File: config.mk
export PLATFORM = sky130hd
export DESIGN_NAME = ecvm_queue
export DESIGN_NICKNAME = d
export VERILOG_FILES = /design/src/rtl/ecvm_pkg.sv /design/src/rtl/ecvm_queue.sv
export SDC_FILE = /design/constraint.sdc
export NUM_CORES = 1
export LEC_CHECK = 0
export BUFFER_PORTS_ARGS = -buffer_cell sky130_fd_sc_hd__buf_4
export CAP_MARGIN = 5
export CELL_PAD_IN_SITES_DETAIL_PLACEMENT = 0
export CELL_PAD_IN_SITES_GLOBAL_PLACEMENT = 1
export CORE_UTILIZATION = 45
export CTS_BUF_LIST = sky130_fd_sc_hd__clkbuf_2
export DETAILED_ROUTE_END_ITERATION = 10
export GPL_TIMING_DRIVEN = 0
export PLACE_DENSITY_LB_ADDON = 0.1
export SLEW_MARGIN = 20
export SYNTH_ARGS = -nofsm -noshare
export SYNTH_HDL_FRONTEND = slang
export SYNTH_SLANG_ARGS = --single-unit
File: constraint.sdc
create_clock -name clock -period 34.9 [get_ports clock]
set_clock_uncertainty 0.15 [all_clocks]
set_input_delay 5.235 -clock clock [delete_from_list [all_inputs] [get_ports clock]]
set_output_delay 5.235 -clock clock [all_outputs]
set_load 0.01 [all_outputs]
File: src/rtl/ecvm_pkg.sv
// shared types, widths and constants of the euler camera view matrix block
// no dependencies
package ecvm_pkg;

   localparam int UNIT_FRAC_BITS_DEF = 14;
   localparam int TRIG_STEPS_DEF = 16;
   localparam int ATAN_ENTRIES = 30;
   localparam int QUEUE_DEPTH = 2;

   localparam int ANG_W = 16;
   localparam int POS_W = 32;
   localparam int UNIT_W = 16;
   localparam int SHIFT_W = 34;
   localparam int Z_W = 32;
   localparam int TW = 34;

   localparam logic signed [TW-1:0] CORDIC_GAIN = 34'sd652032874;

   typedef struct packed {
      logic [2:0]               flip;
      logic [2:0][Z_W-1:0]      z;
      logic [2:0][POS_W-1:0]    pos;
   } item_type;

   function automatic logic signed [TW-1:0] atan_q30(input logic [4:0] i);
      case (i)
         5'd0:    return 34'sd843314857;
         5'd1:    return 34'sd497837829;
         5'd2:    return 34'sd263043837;
         5'd3:    return 34'sd133525159;
         5'd4:    return 34'sd67021687;
         5'd5:    return 34'sd33543516;
         5'd6:    return 34'sd16775851;
         5'd7:    return 34'sd8388437;
         5'd8:    return 34'sd4194283;
         5'd9:    return 34'sd2097149;
         5'd10:   return 34'sd1048576;
         5'd11:   return 34'sd524288;
         5'd12:   return 34'sd262144;
         5'd13:   return 34'sd131072;
         5'd14:   return 34'sd65536;
         5'd15:   return 34'sd32768;
         5'd16:   return 34'sd16384;
         5'd17:   return 34'sd8192;
         5'd18:   return 34'sd4096;
         5'd19:   return 34'sd2048;
         5'd20:   return 34'sd1024;
         5'd21:   return 34'sd512;
         5'd22:   return 34'sd256;
         5'd23:   return 34'sd128;
         5'd24:   return 34'sd64;
         5'd25:   return 34'sd32;
         5'd26:   return 34'sd16;
         5'd27:   return 34'sd8;
         5'd28:   return 34'sd4;
         5'd29:   return 34'sd2;
         default: return 34'sd0;
      endcase
   endfunction

endpackage

File: src/rtl/ecvm_queue.sv
// short queue between the front end and the back end
// depends on ecvm_pkg
module ecvm_queue #(
   parameter int DEPTH = ecvm_pkg::QUEUE_DEPTH
) (
   input  logic               clock,
   input  logic               reset,
   input  logic               push,
   input  ecvm_pkg::item_type push_item,
   output logic               ready,
   input  logic               pop,
   output logic               nonempty,
   output ecvm_pkg::item_type pop_item
);
   import ecvm_pkg::*;

   localparam int PTR_W = (DEPTH > 1) ? $clog2(DEPTH) : 1;
   localparam int CNT_W = $clog2(DEPTH + 1);

   item_type             items_ff [DEPTH];
   logic [PTR_W-1:0]     wr_ff, wr_in, rd_ff, rd_in;
   logic [CNT_W-1:0]     count_ff, count_in;

   function automatic logic [PTR_W-1:0] bump(input logic [PTR_W-1:0] p);
      return (p == PTR_W'(DEPTH - 1)) ? '0 : p + 1'b1;
   endfunction

   always_comb begin
      wr_in = push ? bump(wr_ff) : wr_ff;
      rd_in = pop ? bump(rd_ff) : rd_ff;
      count_in = count_ff + CNT_W'(push) - CNT_W'(pop);
   end

   always_ff @(posedge clock) begin
      if (reset) begin
         wr_ff <= '0;
         rd_ff <= '0;
         count_ff <= '0;
      end else begin
         wr_ff <= wr_in;
         rd_ff <= rd_in;
         count_ff <= count_in;
      end
   end

   always_ff @(posedge clock) begin
      if (push) begin
         items_ff[wr_ff] <= push_item;
      end
   end

   assign ready = (count_ff < CNT_W'(DEPTH));
   assign nonempty = (count_ff != '0);
   assign pop_item = items_ff[rd_ff];

endmodule

==> flow_summary.toml, run 1 <==
[drt]
dr.pass1.iters = 4
wl_per_cell_um = 18.62
via_per_inst = 4.670
antenna_left = 0
drc = 0
dr.first_iter.drc_count = 289
vias = 7658
routed_wl_um = 30540

[synthesis]
synth_nets = 829
netlist.top_cell.by_area = "edfxtp_1"
synth_top_cell_area_share_pct = 78.56
synth_most_common_cell = "edfxtp_1"
ys_warn_count = 0
synth_ff_type = "edfxtp_1"
async_reset_ff_share_pct = 0
syn_inst = 628
seq_area_frac_synth_pct = 79.23
synth_commonest_cells = "edfxtp_1 (390), mux2_4 (150), mux2_2 (45), buf_6 (18), dfxtp_1 (5)"
ys_types = 14
synth_area_leaders = "edfxtp_1 (79%), mux2_4 (15%), mux2_2 (3.4%), buf_6 (1.4%), dfxtp_1 (0.67%)"
synth.avg_cell_area_um2 = 23.74
synth_area_um2 = 14910
synth-edff-count = 390
synth_seq_cells = 395

[grt]
grt_pass1_vias = 8024
antenna_found_initial = 3
grt_overflow_total = 0
track_usage_pct = 17.85
grt_pass1_wl_um = 44390
grt_max_degree = 50

[pwr]
combPwrFrac_pct = 16.0
p_sw_share_pct = 24.22
p_seq_share_pct = 55.3
power_density_nw_per_um2 = 51.49
leakage_nw = 7.908
ir_drop_mv = 0.02713
p_int_uw = 766.3
switching_power_uw = 244.9
pwr-share-clk_pct = 28.7

[clock_network]
htreeDepth = 3
cts_tree = "done"
hold_buffers = 0
clock_path_buffers = 3
cts_sinks = 395
worst_skew_pair.late_latency_ps = 930
cts-root-buf = "clkbuf_2"
numCtsBuffers = 98
cts_setup_buffers = 0
clk_pin_slew_ps = 90
post_cts_resized = 0

[die]
die_w_um = 184.0
fp.dieArea_um2 = 33860
start_util_pct = 45.82
die_height_um = 184.0
rows = 66
num_io_pins = 396
core_area_um2 = 32540

[sta]
relSlewSlack_pct = 56.68
period_share_pct = 22.09
fin_crit_ps = 7708
finalHoldViolations = 0
fmax_mhz = 129.7
report.final.slew_viol_count = 0
setup_viol = 0
tightest_slew_ps = 648.4
worst_hold_slack_ps = 364.5
grt_setup_unrepaired = "no"
tns_ps = 0

[critical_path]
path_buf_inv = 4
crit_top_cell = "buf_6"
critPathLaunchType = "register"
path_depth = 5
required_ps = 29510
path_cells = "buf_6 > buf_6 > buf_6 > mux2_4 > buf_4"
endpoint_kind = "output pin"
critPathTopFamily = "buffers and inverters"
slowest_delay_ps = 340
slowest_stage = "dfxtp_1"
arrival_ps = 2320
cp_max_fo = 10
path_class = "register to output pin"
ff2ff_path_depth = 4

[layout]
fillers = 2569
syn_to_final_growth_pct = 31.74
regArea_um2 = 11810
final_layout_size_suffix_gt1_share_pct = 65.24
multi_input_area_um2 = 2872
fin_nets = 1339

[run]
max-cap-violations = 0

[worst_hold_path]
hp-class = "register to register"
whs_path_depth = 2

[placed_design]
globalplace.congestion = 0.7108
port_buffers = 395
dpl.hpwl_um = 21160

[status]
outcome = "complete, no violations"
-- state kept, by name (all words and copies together), names as in the netlist, named ones only --
name,cells
items_ff,390
count_ff,2
rd_ff,1
wr_ff,1
-- worst register-to-register path, cell delays in order (launching register included) --
cell,delay (ps)
dfxtp_1,430
and2_4,390
buf_12,270
buf_16,280
buf_12,300
-- per-layer routing --
layer | share of wire [%] | vias to the layer above | global-route usage, %
li1 | - | 3572 | -
met3 | 11 | 48 | 9.152
met2 | 51 | 294 | 30.09
met1 | 36 | 3744 | 18.77
met4 | 2.2 | 0 | 7.333
met5 | 0 | - | 0
-- power by group through the flow --
stage	clock network (mW)	registers [mW]	logic, mW
floorplan	0	0.577	0.0813
global placement	0	0.582	0.155
detailed placement	0	0.570	0.165
CTS	0.306	0.559	0.165
global route	0.328	0.562	0.173
finish	0.290	0.559	0.162
-- final timing paths --
kind | end | start | slack, ps
setup / recovery | pop_item[105] | register | 27190
setup reg to reg | items_ff[1][41] | wr_ff | 32760
hold reg to reg | register | rd_ff | 360
hold / removal | register | rd_ff | 360
-- logic make-up after synthesis --
| group | share of synthesized area (%) |
|---|---|
| and+or+nand+nor | 0.2518 |
| DFF | 79.23 |
| adders and majority gates | 0.1678 |
| muxes | 18.51 |
| buffers and inverters | 1.570 |
| xor gates and xnor gates | 0.2686 |
-- through the flow --
stage	instances	util, %	power, mW	worst slack [ps]	area, µm²
after floorplan	628	-	0.6579	20330	14910
after global placement	1465	56.63	0.7377	14520	18430
after detailed placement	1480	57.81	0.7354	27820	18810
after CTS	1636	60.33	1.031	27000	19630
after global routing	1639	60.35	1.063	26980	19640
final	1640	60.36	1.011	27190	19640
-- final cells by class --
cell class,count,area share [%]
tap,442,2.816
antenna,4,0.05097
buffer,22,1.134
clock buffer,142,3.619
clock inverter,14,0.5479
sequential,395,60.14
multi-input combinational,208,14.62
timing repair buffer,410,17.01
inverter,3,0.05734
-- cells in the final DEF, fill, tap and decap left out --
master	n
buf_6	18
ha_1	2
clkbuf_2	142
buf_16	10
nand2_1	1
mux2_4	150
clkinv_2	2
xnor2_1	2
buf_12	5
dfxtp_1	5
edfxtp_1	390
inv_1	3
diode_2	4
inv_2	4
xnor3_1	1
nor2b_1	1
buf_4	395
nor2_1	4
nor2b_4	1
mux2_2	45
clkinv_1	6
bufinv_16	2
and2_4	1
buf_2	4
Power figures use the tool's default switching activity.
==> run 2, diff against run 1 <==
clock period = 7.3 ns   (was 34.9 ns; I/O delays follow)
==> run 2 against run 1 <==
Global-route usage increased by 0.15 points. Utilization decreased by 0.23 points. Flip-flop and latch count unchanged. Cell area decreased by 0.39%. Sequential share of layout area increased by 0.23 points. Largest cell class unchanged. Highest routed layer is now met5.
==> flow_summary.toml, run 2 (synthesis gave the netlist of run 1 again) <==
[status]
outcome = "complete, no violations"

[grt]
grt_pass1_vias = 7951
antenna_found_initial = 4
grt_pass1_wl_um = 44740
grt_max_degree = 50
track_usage_pct = 18.01
grt_overflow_total = 0

[clock_network]
htreeDepth = 3
post_cts_resized = 0
cts-root-buf = "clkbuf_2"
clock_path_buffers = 3
hold_buffers = 0
cts_setup_buffers = 0
worst_skew_pair.late_latency_ps = 860
numCtsBuffers = 98
cts_sinks = 395
cts_tree = "done"
clk_pin_slew_ps = 110

[drt]
drc = 0
via_per_inst = 4.637
antenna_left = 0
vias = 7609
routed_wl_um = 30950
dr.pass1.iters = 4
dr.first_iter.drc_count = 241
wl_per_cell_um = 18.86

[run]
max-cap-violations = 0

[critical_path]
required_ps = 6050
path_class = "register to output pin"
arrival_ps = 2220
critPathLaunchType = "register"
endpoint_kind = "output pin"
cp_max_fo = 10

[layout]
final_common_cell = "buf_4"
layout.cells.non_filler = 1641
fin_nets = 1338
largest_registers = "items_ff x390, count_ff x2"
largest-register = "items_ff"
largest_register_ffs = 390
mostFrequentLayoutCells = "buf_4 (395), edfxtp_1 (390), mux2_4 (150)"
final_layout_size_suffix_gt1_share_pct = 64.94
syn_to_final_growth_pct = 31.23

[sta]
fin_crit_ps = 3463
grt_setup_unrepaired = "no"
relSlewSlack_pct = 69.38
report.final.slew_viol_count = 0
fmax_mhz = 288.8
setup_viol = 0
fin_ws_ps = 3837
tightest_slew_ps = 459.3
tns_ps = 0
period_share_pct = 47.44
finalHoldViolations = 0

[pwr]
ir_drop_mv = 0.1440
p_seq_share_pct = 56.2
pwr-share-clk_pct = 27.5
switching_power_mw = 1.156
p_sw_share_pct = 24.30
p_int_mw = 3.600
combPwrFrac_pct = 16.3
power_density_nw_per_um2 = 243.1
leakage_nw = 7.871

[placed_design]
globalplace.congestion = 0.7027
dp_slack_ps = 4463
dpl.hpwl_um = 22040
port_buffers = 395
dp_cells = 1479

[die]
die_height_um = 184.0
num_io_pins = 396
die_w_um = 184.0
rows = 66
start_util_pct = 45.82
fp.dieArea_um2 = 33860
core_area_um2 = 32540

[worst_hold_path]
hp-class = "primary input to register"
[run 2: cell count changes in the layout (fill, tap and decap cells not counted)]
cell and change:
buf_12 +1, buf_16 -2, bufinv_16 -2, clkbuf_2 +4, clkinv_1 +4, clkinv_2 -1, inv_2 -3
[run 2: power groups by stage]
stage | logic [mW] | clock network [mW] | registers, mW
global route | 0.823 | 1.49 | 2.69
global placement | 0.742 | 0 | 2.76
floorplan | 0.389 | 0 | 2.74
detailed placement | 0.785 | 0 | 2.73
CTS | 0.788 | 1.38 | 2.68
finish | 0.774 | 1.31 | 2.67
[run 2: metrics by stage]
stage / hold WS (ps) / total power, mW / util (%) / instance area, µm²
floorplan: 329.9 / 3.133 / - / 14910
global placement: 343.6 / 3.505 / 56.64 / 18430
detailed placement: 355.7 / 3.513 / 57.71 / 18780
CTS: 106.7 / 4.848 / 60.09 / 19550
global route: 120.0 / 5.001 / 60.12 / 19560
finish: 249.6 / 4.756 / 60.13 / 19560
[run 2: area by class of cell]
class,count,area [µm²]
Antenna cell,4,10.01
Buffer,22,222.7
Clock buffer,146,730.7
Clock inverter,12,46.29
Fill cell,2555,12970
Inverter,3,11.26
Multi-Input combinational cell,208,2872
Sequential cell,395,11810
Tap cell,442,553.0
Timing Repair Buffer,409,3306
[run 2: final timing paths]
path | cells past startpoint | start | slack, ps | endpoint
worst max-delay path | 5 | register | 3840 | pop_item[118]
worst min-delay path | 1 | push_item[53] | 250 | items_ff[1][53]
worst max register to register | 3 | wr_ff | 5230 | items_ff[1][38]
worst min register to register | 2 | rd_ff | 380 | rd_ff
[run 2: worst max-delay path, cell delays in order (launching register included)]
cell,delay [ps]
dfxtp_1,330
buf_6,120
buf_6,210
buf_6,210
mux2_4,320
buf_4,150
[run 2: routing by layer]
| layer | up-vias | part of all wire (%) | track usage (%) |
|---|---|---|---|
| li1 | 3578 | - | - |
| met1 | 3653 | 35 | 18.87 |
| met2 | 337 | 51 | 30.67 |
| met3 | 39 | 11 | 9.132 |
| met4 | 2 | 2.1 | 7.000 |
| met5 | - | 0.055 | 0 |
==> run 3, diff against run 2 <==
ABC_AREA = 1   (was unset)
clock period = 3.3 ns   (was 7.3 ns; I/O delays follow)
==> run 3 against run 2 <==
Synthesized cell count is 1.6% higher. First-iteration DRC count up 12%. Critical endpoint is now pop_item[111]. Utilization is 6.8 points higher. Area after synthesis hardly changed. Combinational power rose by 140%. Cell area is 11% higher. Largest cell class unchanged. Via count increased by 12%. Clock power grew 150%.
==> flow_summary.toml, run 3 <==
[status]
outcome = "complete, no violations"

[synthesis]
ys_types = 14
async_reset_ff_share_pct = 0
synth_top_family_by_area = "multiplexers"
synthMuxAreaShare_pct = 18.50
synth_ff_type = "edfxtp_1"
syn_inst = 638
ys_warn_count = 0
synth_compound_area_share_pct = 0.03355
synth_area_leaders = "edfxtp_1 (79%), mux2_4 (15%), mux2_2 (3.4%), buf_6 (1.4%), dfxtp_1 (0.67%)"
synthAdderAreaFrac_pct = 0.1678
synth_nets = 839
synth_most_common_cell = "edfxtp_1"
synth-edff-count = 390
synth_commonest_cells = "edfxtp_1 (390), mux2_4 (150), mux2_2 (45), buf_6 (18), inv_1 (9)"
synth.avg_cell_area_um2 = 23.38
netlist.top_cell.by_area = "edfxtp_1"
synth_top_cell_area_share_pct = 78.51
synth_area_um2 = 14920
yosys.area_share.simple_pct = 0.3439
synth_xor_area_share_pct = 0.05871
synth_seq_cells = 395
seq_area_frac_synth_pct = 79.18

[clock_network]
cts_tree = "done"
clk_pin_slew_ps = 110
cts-root-buf = "clkbuf_2"
numCtsBuffers = 99
post_cts_resized = 0
worst_skew_pair.late_latency_ps = 890
clock_path_buffers = 3
cts_sinks = 395
htreeDepth = 3

[grt]
antenna_found_initial = 1
grt_use_met3_pct = 7.429
grt_overflow_total = 0
grt_use_met1_pct = 20.56
grtUsageMet2_pct = 33.20
track_usage_pct = 19.07
grt_pass1_wl_um = 48560
busiest_layer = "met2"
grt_max_degree = 33
grt_pass1_vias = 9180

[layout]
fillers = 2349
final_common_cell = "buf_4"
largest_registers = "items_ff x390, count_ff x2"
largest_register_ffs = 390
mostFrequentLayoutCells = "buf_4 (395), edfxtp_1 (390), dlygate4sd3_1 (199)"
layout.cells.non_filler = 1866
utilization_pct = 66.90
fin_nets = 1551
final_layout_size_suffix_gt1_share_pct = 55.66
syn_to_final_growth_pct = 45.92
final_area_um2 = 21770
largest-register = "items_ff"

[sta]
relSlewSlack_pct = 63.13
fmax_mhz = 347.1
worst_hold_slack_ps = 161.9
tightest_slew_ps = 551.8
report.final.slew_viol_count = 0
grt_setup_unrepaired = "no"
finalHoldViolations = 0
fin_crit_ps = 2881
period_share_pct = 87.32
setup_viol = 0

[die]
fp.dieArea_um2 = 33880
die_w_um = 184.1
rows = 66
num_io_pins = 396
start_util_pct = 45.85
die_height_um = 184.1
core_area_um2 = 32540

[critical_path]
cp_max_fo = 10
path_class = "register to output pin"
critPathLaunchType = "register"
endpoint_kind = "output pin"
reg2reg_slack_ps = 1100
required_ps = 2650
arrival_ps = 2240

[run]
max-cap-violations = 0

[placed_design]
dpl.hpwl_um = 21520
port_buffers = 395
place_area_um2 = 18880
globalplace.congestion = 0.7020
dp_cells = 1492

[pwr]
leakage_nw = 8.818
p_total_mw = 10.91
power_density_nw_per_um2 = 501.0
ir_drop_mv = 0.4501

[drt]
dr.pass1.iters = 4
vias = 8487
via_per_inst = 4.548
dr.first_iter.drc_count = 269
drc = 0
antenna_left = 0
wl_per_cell_um = 17.33
routed_wl_um = 32330

[worst_hold_path]
hp-class = "primary input to register"
run 3: per-stage QoR:
stage / worst slack [ps] / setup TNS (ps)
3_5_place_dp: 849.6 / 0
4_1_cts: 256.8 / 0
3_3_place_gp: -2848 / -1056370
5_1_grt: 192.7 / 0
6_report: 418.6 / 0
2_1_floorplan: -687.2 / -262540
run 3: final cells by class:
type                            count  area, µm²  area share, %
Antenna cell                        1      2.502        0.01150
Buffer                             22      222.7          1.023
Clock buffer                      152      760.7          3.495
Clock inverter                     22      136.4         0.6265
Inverter                            9      50.05         0.2299
Multi-Input combinational cell    212       2873          13.20
Sequential cell                   395      11810          54.26
Tap cell                          442      553.0          2.541
Timing Repair Buffer              611       5358          24.61
run 3: where the power goes:
group	total (mW)	switching, mW	internal (mW)	leakage, nW
clock network	3.22	1.86	1.36	0.704
logic	1.82	0.746	1.07	4.41
registers	5.86	0.0577	5.80	3.70
total	10.9	2.66	8.24	8.82
run 3: worst paths after layout:
kind | end | start | cells past startpoint
worst max-delay path | pop_item[111] | register | 5
worst min-delay path | items_ff[1][106] | push_item[106] | 2
worst max register to register | items_ff[1][148] | wr_ff | 5
worst min register to register | register | rd_ff | 2
run 3: cells by family (layout without fill, tap and decap cells):
logic type / Yosys count / in the layout
muxes: 195 / 195
buffers and inverters: 31 / 816
DFF: 395 / 395
xor gates and xnor gates: 1 / 1
and+or+nand+nor: 13 / 13
other: 0 / 1
adders and majority gates: 2 / 2
AOI/OAI and AO/OA: 1 / 1
run 3: worst max-delay path: stages (launching register included):
cell and delay [ps]:
dfxtp_1 330, buf_6 120, buf_6 210, buf_6 220, mux2_4 310, buf_4 160
run 3: per-layer routing:
metal / up-vias / part of all wire (%)
li1: 4027 / -
met1: 4098 / 37
met2: 315 / 52
met3: 47 / 8.9
met4: 0 / 2.5
met5: - / 0
run 3: repair_timing:
item                                   in CTS  in global routing
setup endpoints to repair                   0                  0
endpoints found under the hold margin     403                  0
hold buffers                              199                  0
setup buffers                               0                  0
