<file path="src/rtl/ecvm_pkg.sv">
// shared types, widths and constants of the euler camera view matrix block
// no dependencies
package ecvm_pkg;

   localparam int UNIT_FRAC_BITS_DEF = 14;
   localparam int TRIG_STEPS_DEF = 16;
   localparam int ATAN_ENTRIES = 30;
   localparam int QUEUE_DEPTH = 2;

   localparam int ANG_W = 16;
   localparam int POS_W = 32;
   localparam int UNIT_W = 16;
   localparam int SHIFT_W = 34;
   localparam int Z_W = 32;
   localparam int TW = 34;

   localparam logic signed [TW-1:0] CORDIC_GAIN = 34'sd652032874;

   typedef struct packed {
      logic [2:0]               flip;
      logic [2:0][Z_W-1:0]      z;
      logic [2:0][POS_W-1:0]    pos;
   } item_type;

   function automatic logic signed [TW-1:0] atan_q30(input logic [4:0] i);
      case (i)
         5'd0:    return 34'sd843314857;
         5'd1:    return 34'sd497837829;
         5'd2:    return 34'sd263043837;
         5'd3:    return 34'sd133525159;
         5'd4:    return 34'sd67021687;
         5'd5:    return 34'sd33543516;
         5'd6:    return 34'sd16775851;
         5'd7:    return 34'sd8388437;
         5'd8:    return 34'sd4194283;
         5'd9:    return 34'sd2097149;
         5'd10:   return 34'sd1048576;
         5'd11:   return 34'sd524288;
         5'd12:   return 34'sd262144;
         5'd13:   return 34'sd131072;
         5'd14:   return 34'sd65536;
         5'd15:   return 34'sd32768;
         5'd16:   return 34'sd16384;
         5'd17:   return 34'sd8192;
         5'd18:   return 34'sd4096;
         5'd19:   return 34'sd2048;
         5'd20:   return 34'sd1024;
         5'd21:   return 34'sd512;
         5'd22:   return 34'sd256;
         5'd23:   return 34'sd128;
         5'd24:   return 34'sd64;
         5'd25:   return 34'sd32;
         5'd26:   return 34'sd16;
         5'd27:   return 34'sd8;
         5'd28:   return 34'sd4;
         5'd29:   return 34'sd2;
         default: return 34'sd0;
      endcase
   endfunction

endpackage

</file>
<file path="src/rtl/ecvm_front.sv">
// front end: angle reduction, folding and conversion to q2.30 radians
// depends on ecvm_pkg
module ecvm_front (
   input  logic                            req_valid,
   input  logic                            queue_ready,
   input  logic signed [ecvm_pkg::ANG_W-1:0] pitch_deg,
   input  logic signed [ecvm_pkg::ANG_W-1:0] yaw_deg,
   input  logic signed [ecvm_pkg::ANG_W-1:0] roll_deg,
   input  logic signed [ecvm_pkg::POS_W-1:0] pos_x,
   input  logic signed [ecvm_pkg::POS_W-1:0] pos_y,
   input  logic signed [ecvm_pkg::POS_W-1:0] pos_z,
   output logic                            push,
   output ecvm_pkg::item_type              item
);
   import ecvm_pkg::*;

   localparam int AW = ANG_W + 1;
   localparam int KW = 20;
   localparam int PW = AW + KW;
   localparam logic signed [AW-1:0] A_FULL = 17'sd23040;
   localparam logic signed [AW-1:0] A_HALF = 17'sd11520;
   localparam logic signed [AW-1:0] A_QUARTER = 17'sd5760;
   localparam logic signed [KW-1:0] K_RAD = 20'sd292818;

   function automatic logic [Z_W:0] conv(input logic signed [AW-1:0] a);
      logic signed [AW-1:0] r;
      logic                 flip;
      logic signed [PW-1:0] prod;
      r = a;
      flip = 1'b0;
      if (a >= A_FULL) begin
         r = a - A_FULL;
      end else if (a <= -A_FULL) begin
         r = a + A_FULL;
      end
      if (r < 0) begin
         r = r + A_FULL;
      end
      if (r >= A_HALF) begin
         r = r - A_FULL;
      end
      if (r > A_QUARTER) begin
         r = A_HALF - r;
         flip = 1'b1;
      end else if (r < -A_QUARTER) begin
         r = -A_HALF - r;
         flip = 1'b1;
      end
      prod = PW'(r) * PW'(K_RAD);
      return {flip, prod[Z_W-1:0]};
   endfunction

   logic [Z_W:0] cp, cy, cr;

   always_comb begin
      cp = conv(AW'(pitch_deg));
      cy = conv(-AW'(yaw_deg));
      cr = conv(AW'(roll_deg));
      item.flip = {cr[Z_W], cy[Z_W], cp[Z_W]};
      item.z[0] = cp[Z_W-1:0];
      item.z[1] = cy[Z_W-1:0];
      item.z[2] = cr[Z_W-1:0];
      item.pos[0] = pos_x;
      item.pos[1] = pos_y;
      item.pos[2] = pos_z;
   end

   assign push = req_valid && queue_ready;

endmodule

</file>
<file path="config.mk">
export PLATFORM = sky130hd
export DESIGN_NAME = ecvm_front
export DESIGN_NICKNAME = d
export VERILOG_FILES = /design/src/rtl/ecvm_pkg.sv /design/src/rtl/ecvm_front.sv
export SDC_FILE = /design/constraint.sdc
export NUM_CORES = 1
export LEC_CHECK = 0
export BUFFER_PORTS_ARGS = -buffer_cell sky130_fd_sc_hd__buf_2
export CORE_MARGIN = 4
export CORE_UTILIZATION = 61
export DETAILED_ROUTE_END_ITERATION = 6
export GPL_ROUTABILITY_DRIVEN = 0
export GPL_TIMING_DRIVEN = 0
export PLACE_DENSITY = 0.85
export SYNTH_ARGS = -nofsm -noshare
export SYNTH_HDL_FRONTEND = slang
export SYNTH_SLANG_ARGS = --single-unit
</file>
<file path="constraint.sdc">
create_clock -name vclk -period 16.1
set_input_delay 0.805 -clock vclk [all_inputs]
set_output_delay 0.805 -clock vclk [all_outputs]
set_load 0.02 [all_outputs]
</file>
==> out/results.txt, run 1 <==
The tools report the sequential cell count as 0. In this run the worst path has a maximum fanout of 13. The worst setup path is of the primary input to primary output kind.

Of the cells placed in the final design, the portion with a size suffix greater than 1 is 15.6%. After layout, the worst path uses 94.7% of the clock period. The run gives 0 as the count of synthesis-stage warnings from yosys.

For the post-detailed-route DRC marker count, the log shows 0. For the wire length of the first global-routing pass, the log shows 84.7 mm. The run gives 18200 as the via count of the first global-routing pass. The logs give 67 for the floorplan row count and 14.45 ns for the arrival time at the worst endpoint.

The largest individual stage delay along the critical path comes from the cell or4b_4. The worst setup path is captured at a primary output. The flow ran to the end, and the final reports show no timing, DRC or antenna violations. Once the clock tree was built, the resizer swapped 0 gates to a different size. For the post-CTS setup buffer count, the log shows 0. The final setup violation count is 0, and the routed wire length per instance is 16.4 um. In this run the horizontal extent of the chip is 194 um. The minimum period implied by the final worst setup slack was 15.25 ns. The number of different library cells used by synthesis comes to 104.

342 I/O pins were placed. Sort of element at the start of the critical path: a primary input. Summed over all layers, the global routing overflow is 0.

The logs give 0 for the number of violations of the max-capacitance limit and 17500 for the routed via count. The most used cell along the critical path is inv_1. The layout has 0 clock buffers.

For this run, the slowest stage of the critical path takes 0.56 ns. The count of input and output buffers is 229, and the core box area is 0.0338 mm2. The min-delay analysis places its worst path in the category primary input to primary output.

The sequential cells in the finished layout cover a total of 0 um2. The number of antenna violations at the first check in global routing is 1, and the transition at the pin with the smallest max-transition slack is 1.03 ns. After routing, the total negative slack on setup checks comes to 0 ns. In this run, post-CTS hold repair placed 0 buffers.

The height of the die was 194 um. Of the synthesized area, sequential elements account for 0%. In the global route stage, overall resource usage came out at 26.1%. The final max-slew violation count is 0, and the die footprint is 0.0375 mm2.

The number of design-rule violations left by the first detailed-router iteration is 1025, and the detailed-router iteration count before antenna repair is 6. The layout-stage area growth over the synthesis result is 8.26%. In this run the tightest slew margin relative to its limit is 31.1%.

Wires add up to 50.3 mm. The number of hold violations in the final report came out at 0. After legalization and detailed placement, the total HPWL measured 45.2 mm. The tools report the net total in the final layout as 3468. Using the TritonRoute via totals, the vias-per-cell ratio works out to 5.70. Setup repair after global routing left no endpoint under its margin. In this run the mean area of a mapped cell was 8.83 um2. The cell area that synthesis handed to floorplanning was 0.0210 mm2. In this run the remaining antenna-violating nets after routing total 0.

The run gives 14 as the largest net degree at the start of global routing. The tools report the initial core utilization as 62.2%. The run gives 2380 as the post-synthesis cell count. STA puts the critical path data required time at 15.29 ns. The upper clock frequency limit was 65.6 MHz.
==> cell usage after synthesis, drive strengths merged, types with 24 or more instances <==
| cell type | n | share of area [%] |
|---|---|---|
| a211oi | 24 | 0.95 |
| a21o | 35 | 1.3 |
| xor2 | 51 | 2.2 |
| nor2 | 118 | 2.2 |
| ha | 400 | 24 |
| nand2 | 81 | 1.4 |
| o21ai | 67 | 1.6 |
| buf | 118 | 4.2 |
| nor3 | 45 | 1.3 |
| nand3 | 25 | 0.62 |
| a21oi | 100 | 2.4 |
| fa | 309 | 29 |
| o21bai | 31 | 1.1 |
| a31oi | 27 | 0.88 |
| inv | 499 | 8.9 |
| xnor2 | 137 | 5.8 |
==> final cells by class <==
class                      instances  area [um2]
antenna                            1        2.50
buffer                           137         945
fill                            2580       11000
inverter                         499        1870
multi-input combinational       1746       18200
tap                              448         561
timing repair buffer             229        1150
==> worst paths after layout <==
check,endpoint,cells after the start,startpoint,slack [ns]
max,item[159],54,yaw_deg[0],0.85
min,item[62],2,pos_y[30],1.83
==> worst max-delay path: cells and delay by family <==
family	cells	cell delay (ns)
compound gates	24	6.04
simple gates	7	1.49
xor+xnor	3	1.08
buf+inv	11	1.38
fa+ha+maj	9	3.64
==> layer usage <==
metal | share of wire, % | track usage (%)
met4 | 3.4 | 7.82
met2 | 50 | 47.3
met1 | 40 | 33.0
met3 | 6.6 | 2.76
met5 | 0 | 0
==> cells by family (layout without fill, tap and decap cells) <==
logic type	count (synthesis)	count (layout)	synth area share [%]
buffers and inverters	636	865	13.4
AND/OR/NAND/NOR	399	399	9.91
AO/OA/AOI/OAI	425	425	14.2
multiplexers	19	19	0.976
adder cells (fa/ha/maj)	709	709	53.2
XOR/XNOR	191	191	8.30
other	1	4	0.0178
==> cell usage in the layout (no fill, tap or decap), types with 20 or more instances in the layout <==
cell / count
nand2_1: 81
o211ai_1: 20
nand3_1: 24
nand2b_1: 22
buf_2: 237
xnor2_1: 133
inv_1: 497
a21oi_1: 97
xor2_1: 50
fa_1: 309
o21ai_0: 54
a31oi_1: 26
o21bai_1: 30
ha_1: 400
nor3_1: 41
buf_4: 104
a21o_1: 35
a211oi_1: 20
nor2_1: 115
==> per-stage QoR <==
| stage | instance area [um2] | worst slack (ns) | util (%) | instances | hold WS [ns] |
|---|---|---|---|---|---|
| 5_1_grt | 22800 | 0.0712 | 67.4 | 3060 | 1.83 |
| 2_1_floorplan | 21000 | 2.77 | - | 2382 | 1.72 |
| 3_5_place_dp | 22700 | 0.532 | 67.3 | 3059 | 1.83 |
| 6_report | 22800 | 0.850 | 67.4 | 3060 | 1.83 |
| 3_3_place_gp | 22700 | 1.05 | 67.3 | 3059 | 1.83 |
| 4_1_cts | 22700 | 0.496 | 67.3 | 3059 | 1.83 |
Power of run 1 is left out: the tool's default activity adds up to more than one toggle a clock period on the data nets, which glitch-free logic cannot reach.
==> run 2: changes to the inputs <==
--- a/config.mk
+++ b/config.mk
@@ -11,6 +11,7 @@
 export DETAILED_ROUTE_END_ITERATION = 6
 export GPL_ROUTABILITY_DRIVEN = 0
 export GPL_TIMING_DRIVEN = 0
+export MAX_ROUTING_LAYER = met4
 export PLACE_DENSITY = 0.85
 export SYNTH_ARGS = -nofsm -noshare
 export SYNTH_HDL_FRONTEND = slang
==> constraint.sdc (replaced) <==
create_clock -name vclk -period 16.1
set_input_delay 2.415 -clock vclk [all_inputs]
set_output_delay 2.415 -clock vclk [all_outputs]
set_load 0.02 [all_outputs]
==> out/results.txt, run 2 (same netlist as run 1, synthesis figures left out) <==
The flow ran to the end, but the final reports show violations. The checks that failed: design-rule violations, negative setup slack. The final max-slew violation count was 0. The post-detailed-route DRC marker count is 15, and the floorplan row count is 67. Setup repair after global routing could not meet its margin everywhere. Once detailed placement completed, the half-perimeter wirelength came to 45.8 mm. The most numerous cell type found on the critical path is inv_1. The logs give 0 for the number of antenna violations at the first check in global routing and 15 for the final setup violation count. The detailed router placed 19900 vias in this run. In the final design database the tool counted 3608 nets. The finished layout holds 3199 standard cells, fillers aside. Data on the critical path is required at its endpoint by 13.69 ns. The placed instances occupy a cell area of 0.0228 mm2.

The run gives 14.74 ns as the arrival time at the worst endpoint. Die footprint: 0.0375 mm2. The upper clock frequency limit is 58.3 MHz, and the number of design-rule violations left by the first detailed-router iteration is 1773.

The layout-stage area growth over the synthesis result was 22.2%; the routed wire length per instance was 21.2 um. Fraction of final layout cells with drive strength greater than 1: 28.5%. Of all nets on the critical path, the largest fanout is 10.

The critical path is of the primary input to primary output type. Headroom to the max-slew limit came out at 14.3%. The worst-case setup margin in the final layout came out at -1.05 ns. Leaving out fill and tap cells, the most frequent cells in the layout are 466 x inv_1, 370 x ha_1, 302 x fa_1.

The number of primary I/O pins is 342, and the height of the die is 194 um. Sort of element at the start of the critical path: a primary input. The transition at the pin with the smallest max-transition slack is 1.28 ns. For this run the aggregate overflow at the end of global routing stands at 0.

The number of hold violations in the final report came out at 0. 0 antenna diodes ended up in the layout. The count of buffers added on input and output ports is 229.

Critical path endpoint category: a primary output. Cell with the largest stage delay on the worst path: or4_4. Entering global routing, the biggest net connects 14 pins. The most common cell after layout, fill and taps aside was inv_1. The core box area was 0.0338 mm2; the initial core utilization was 62.2%. For this block, the routed nets add up to 67.7 mm of wire. Global routing consumed, over all layers together, 30.3% of the routing resources. The delay of the slowest critical-path stage is 0.61 ns.

Routed via count divided by cell count: 6.22. The via count of the first global-routing pass was 19800. The worst path uses 107% of the clock period.

The horizontal die dimension came out at 194 um. After layout, the clock buffer instance count stands at 0. The detailed-router iteration count before antenna repair is 7.

Across all hold checks on the routed design, the worst slack comes to 5.05 ns. For the wire length of the first global-routing pass, the log shows 94.1 mm. The tools report the final design area excluding fillers as 0.0257 mm2. Worst min-delay path category: primary input to primary output. The number of nets still failing antenna checks after routing is 0, and the sequential cell count is 0. The storage element area was 0 um2. Counting I/O delays and the setup requirement, the final critical path takes 17.15 ns.

The tools report the post-placement cell count as 3059. Number of violations of the max-capacitance limit: 0.
## run 2: critical path: cells and delay by family
family | cells | cell delay, ns
mux | 1 | 0.34
fa+ha+maj | 8 | 2.59
simple gates | 7 | 1.59
buf+inv | 18 | 2.12
compound gates | 24 | 4.94
xor+xnor | 3 | 0.69
## run 2: worst paths after layout
check,start,end,slack (ns),cells past startpoint
worst max-delay path,yaw_deg[4],item[159],-1.05,61
worst min-delay path,pos_x[4],item[4],5.05,2
## run 2: what timing repair did
item | 4_1_cts | 5_1_grt
resized for setup | 142 | 211
endpoints found under the setup margin | 39 | 32
pin swaps | 57 | 111
cloned | 0 | 1
hold buffers | 0 | 0
buffers inserted | 74 | 75
## run 2: cell type report
cell class / count / area (um2)
fill: 2072 / 8110
timing repair buffer: 372 / 2360
multi-input combinational: 1746 / 19900
buffer: 134 / 957
tap: 448 / 561
inverter: 499 / 1900
## run 2: metal layers
| layer | vias to the layer above | GRT usage [%] | routed length, um |
|---|---|---|---|
| li1 | 8494 | - | - |
| met1 | 9406 | 36.1 | 23600 |
| met2 | 1465 | 53.4 | 33100 |
| met3 | 530 | 3.27 | 5780 |
| met4 | 0 | 10.5 | 5250 |
| met5 | - | - | 0 |
## run 2: stage by stage
step / util (%) / setup slack [ns] / TNS (ns)
after floorplan: - / 0.0128 / 0
after global placement: 67.4 / -1.84 / -20.84
after detailed placement: 67.4 / -2.08 / -31.16
after CTS: 71.4 / 0.00583 / 0
after global routing: 76.0 / -1.37 / -12.93
final: 76.0 / -1.05 / -7.90
Power of run 2 is left out for the same reason.
==> run 3: changes to the inputs <==
--- a/config.mk
+++ b/config.mk
@@ -10,7 +10,6 @@
 export CORE_UTILIZATION = 61
 export DETAILED_ROUTE_END_ITERATION = 6
 export GPL_ROUTABILITY_DRIVEN = 0
-export GPL_TIMING_DRIVEN = 0
 export MAX_ROUTING_LAYER = met4
 export PLACE_DENSITY = 0.85
 export SYNTH_ARGS = -nofsm -noshare
==> out/results.txt, run 3 (same netlist as run 1, synthesis figures left out) <==
The final layout contains 3571 nets. Horizontal die dimension: 194 um. The total of hold buffers inserted after clock tree synthesis was 0; the post-placement setup slack was -0.671 ns.

Of all nets on the critical path, the largest fanout is 7. STA classifies the critical path endpoint as a primary output. The logs give -0.110 ns for the worst-case setup margin in the final layout and 0.0375 mm2 for the die footprint.

For this block, the initial DRC count from the detailed router was 1092. Final worst hold slack: 4.83 ns. The most used cell along the critical path is inv_2.

The category of the most critical setup path is primary input to primary output. The final critical path takes up 101% of the cycle. For this run the aggregate overflow at the end of global routing stands at 0.

The number of antenna violations at the first check in global routing was 0; the arrival time at the worst endpoint was 13.80 ns. Sequential cell count: 0. In the final layout, the share of cells above drive strength 1 is 23.7%.

In the finished layout, the clock tree contains a buffer count of 0. Leaving out fill and tap cells, the most frequent cell in the layout is inv_1. The number of hold violations in the final report is 0, and the routed wire length per instance is 18.9 um. 342 I/O pins were placed. Entering global routing, the biggest net connects 16 pins. After filler insertion, the fill cell instance count of the layout stands at 2279. The multi-input combinational cells in the finished layout cover a total of 0.0189 mm2.

The tool flagged a number of max-cap violations equal to 0. Counting I/O delays and the setup requirement, the final critical path takes 16.21 ns. The checks that failed: design-rule violations, negative setup slack. For the number of nets still failing antenna checks after routing, the log shows 0.

The area growth from synthesis to layout is 17.0%. Final max-slew violation count: 0. The detailed-router iteration count before antenna repair was 7. After detailed routing, the number of remaining DRC violations is 5. STA classifies the critical path startpoint as a primary input. The tools report the destination of the critical timing path as item[158]. The run gives 30.3% as the global-route usage over all layers. Headroom to the max-slew limit came out at 48.1%.

Dividing the detail-routed via count by the number of cells gives 5.87. The logs give 67 for the floorplan row count and 18600 for the routed via count. The storage element area is 0 um2, and the final setup violation count is 3. The cell with the largest stage delay on the worst path is fa_1.

The run gives 19500 as the via count of the first global-routing pass. The height of the die is 194 um. The HPWL after detailed placement is 49.9 mm. The flow ran to the end, but the final reports show violations.

The library cells used most frequently in the layout, excluding fill and tap cells, are 480 x inv_1, 380 x ha_1, 319 x buf_4. The critical path starts at yaw_deg[1]. Once the floorplan was initialized, standard cells occupied 62.2% of the core. Wire length of the first global-routing pass: 93.6 mm.

Static timing analysis puts the maximum clock frequency at 61.7 MHz. Port buffering added 147 buffers. The critical path required time is 13.69 ns, and the final cell utilization of the core is 72.8%. In this run the worst hold path is classified as primary input to primary output. For this run, the slowest stage of the critical path takes 0.56 ns. The diode insertion count for antenna repair is 0, and the detailed-route wire length is 59.7 mm. The core box area was 0.0338 mm2.

Setup repair after global routing could not meet its margin everywhere. For the pin with the worst max-slew slack, the measured transition is 0.773 ns.
[run 3: cell types whose count changed in the layout (fill, tap and decap cells not counted), moves of 12 or more]
cell	previous run	this run
a21oi_2	24	11
inv_1	466	480
xor2_1	30	44
a21oi_1	71	85
xnor2_2	21	9
clkbuf_1	17	0
xor2_2	18	5
buf_2	223	141
xnor2_1	107	127
inv_2	29	17
buf_4	245	319
[run 3: worst max-delay path: cells and delay by family]
kind            cells  cell delay [ns]
compound gates     22             4.78
xor+xnor            3             0.59
fa+ha+maj           9             3.31
buf+inv            13             1.18
simple gates        5             1.51
[run 3: cell type report]
| class | instances | area share, % |
|---|---|---|
| inverter | 499 | 7.64 |
| multi-input combinational | 1746 | 77.0 |
| tap | 448 | 2.28 |
| timing repair buffer | 469 | 13.0 |
[run 3: repair_timing]
action | CTS | global route
pin swaps | 19 | 87
hold endpoints to repair | 0 | 0
setup buffers | 10 | 30
resized for setup | 30 | 124
cloned | 0 | 0
endpoints found under the setup margin | 9 | 25
[run 3: metal layers]
layer	global-route usage, %	vias to the layer above	wire length (um)
li1	-	8444	-
met1	35.6	9017	22200
met2	54.0	835	30600
met3	3.01	278	3820
met4	11.3	0	3080
met5	-	-	0
[run 3: worst min-delay path by stage]
stage,startpoint,end,slack [ns],cells after the start
2_1_floorplan,pos_x[0],item[0],4.94,1
3_3_place_gp,pos_x[24],item[24],4.83,0
3_5_place_dp,pos_x[24],item[24],4.83,0
4_1_cts,pos_x[24],item[24],4.83,0
5_1_grt,pos_x[14],item[14],4.83,0
6_report,pos_x[14],item[14],4.83,0
[run 3: per-stage QoR]
| step | cell area [um2] | instances | TNS, ns |
|---|---|---|---|
| 2_1_floorplan | 21100 | 2382 | 0 |
| 3_3_place_gp | 23600 | 3124 | -0.581 |
| 3_5_place_dp | 23600 | 3124 | -2.65 |
| 4_1_cts | 23800 | 3134 | 0 |
| 5_1_grt | 24600 | 3162 | -2.35 |
| 6_report | 24600 | 3162 | -0.207 |
Power of run 3 is left out for the same reason.
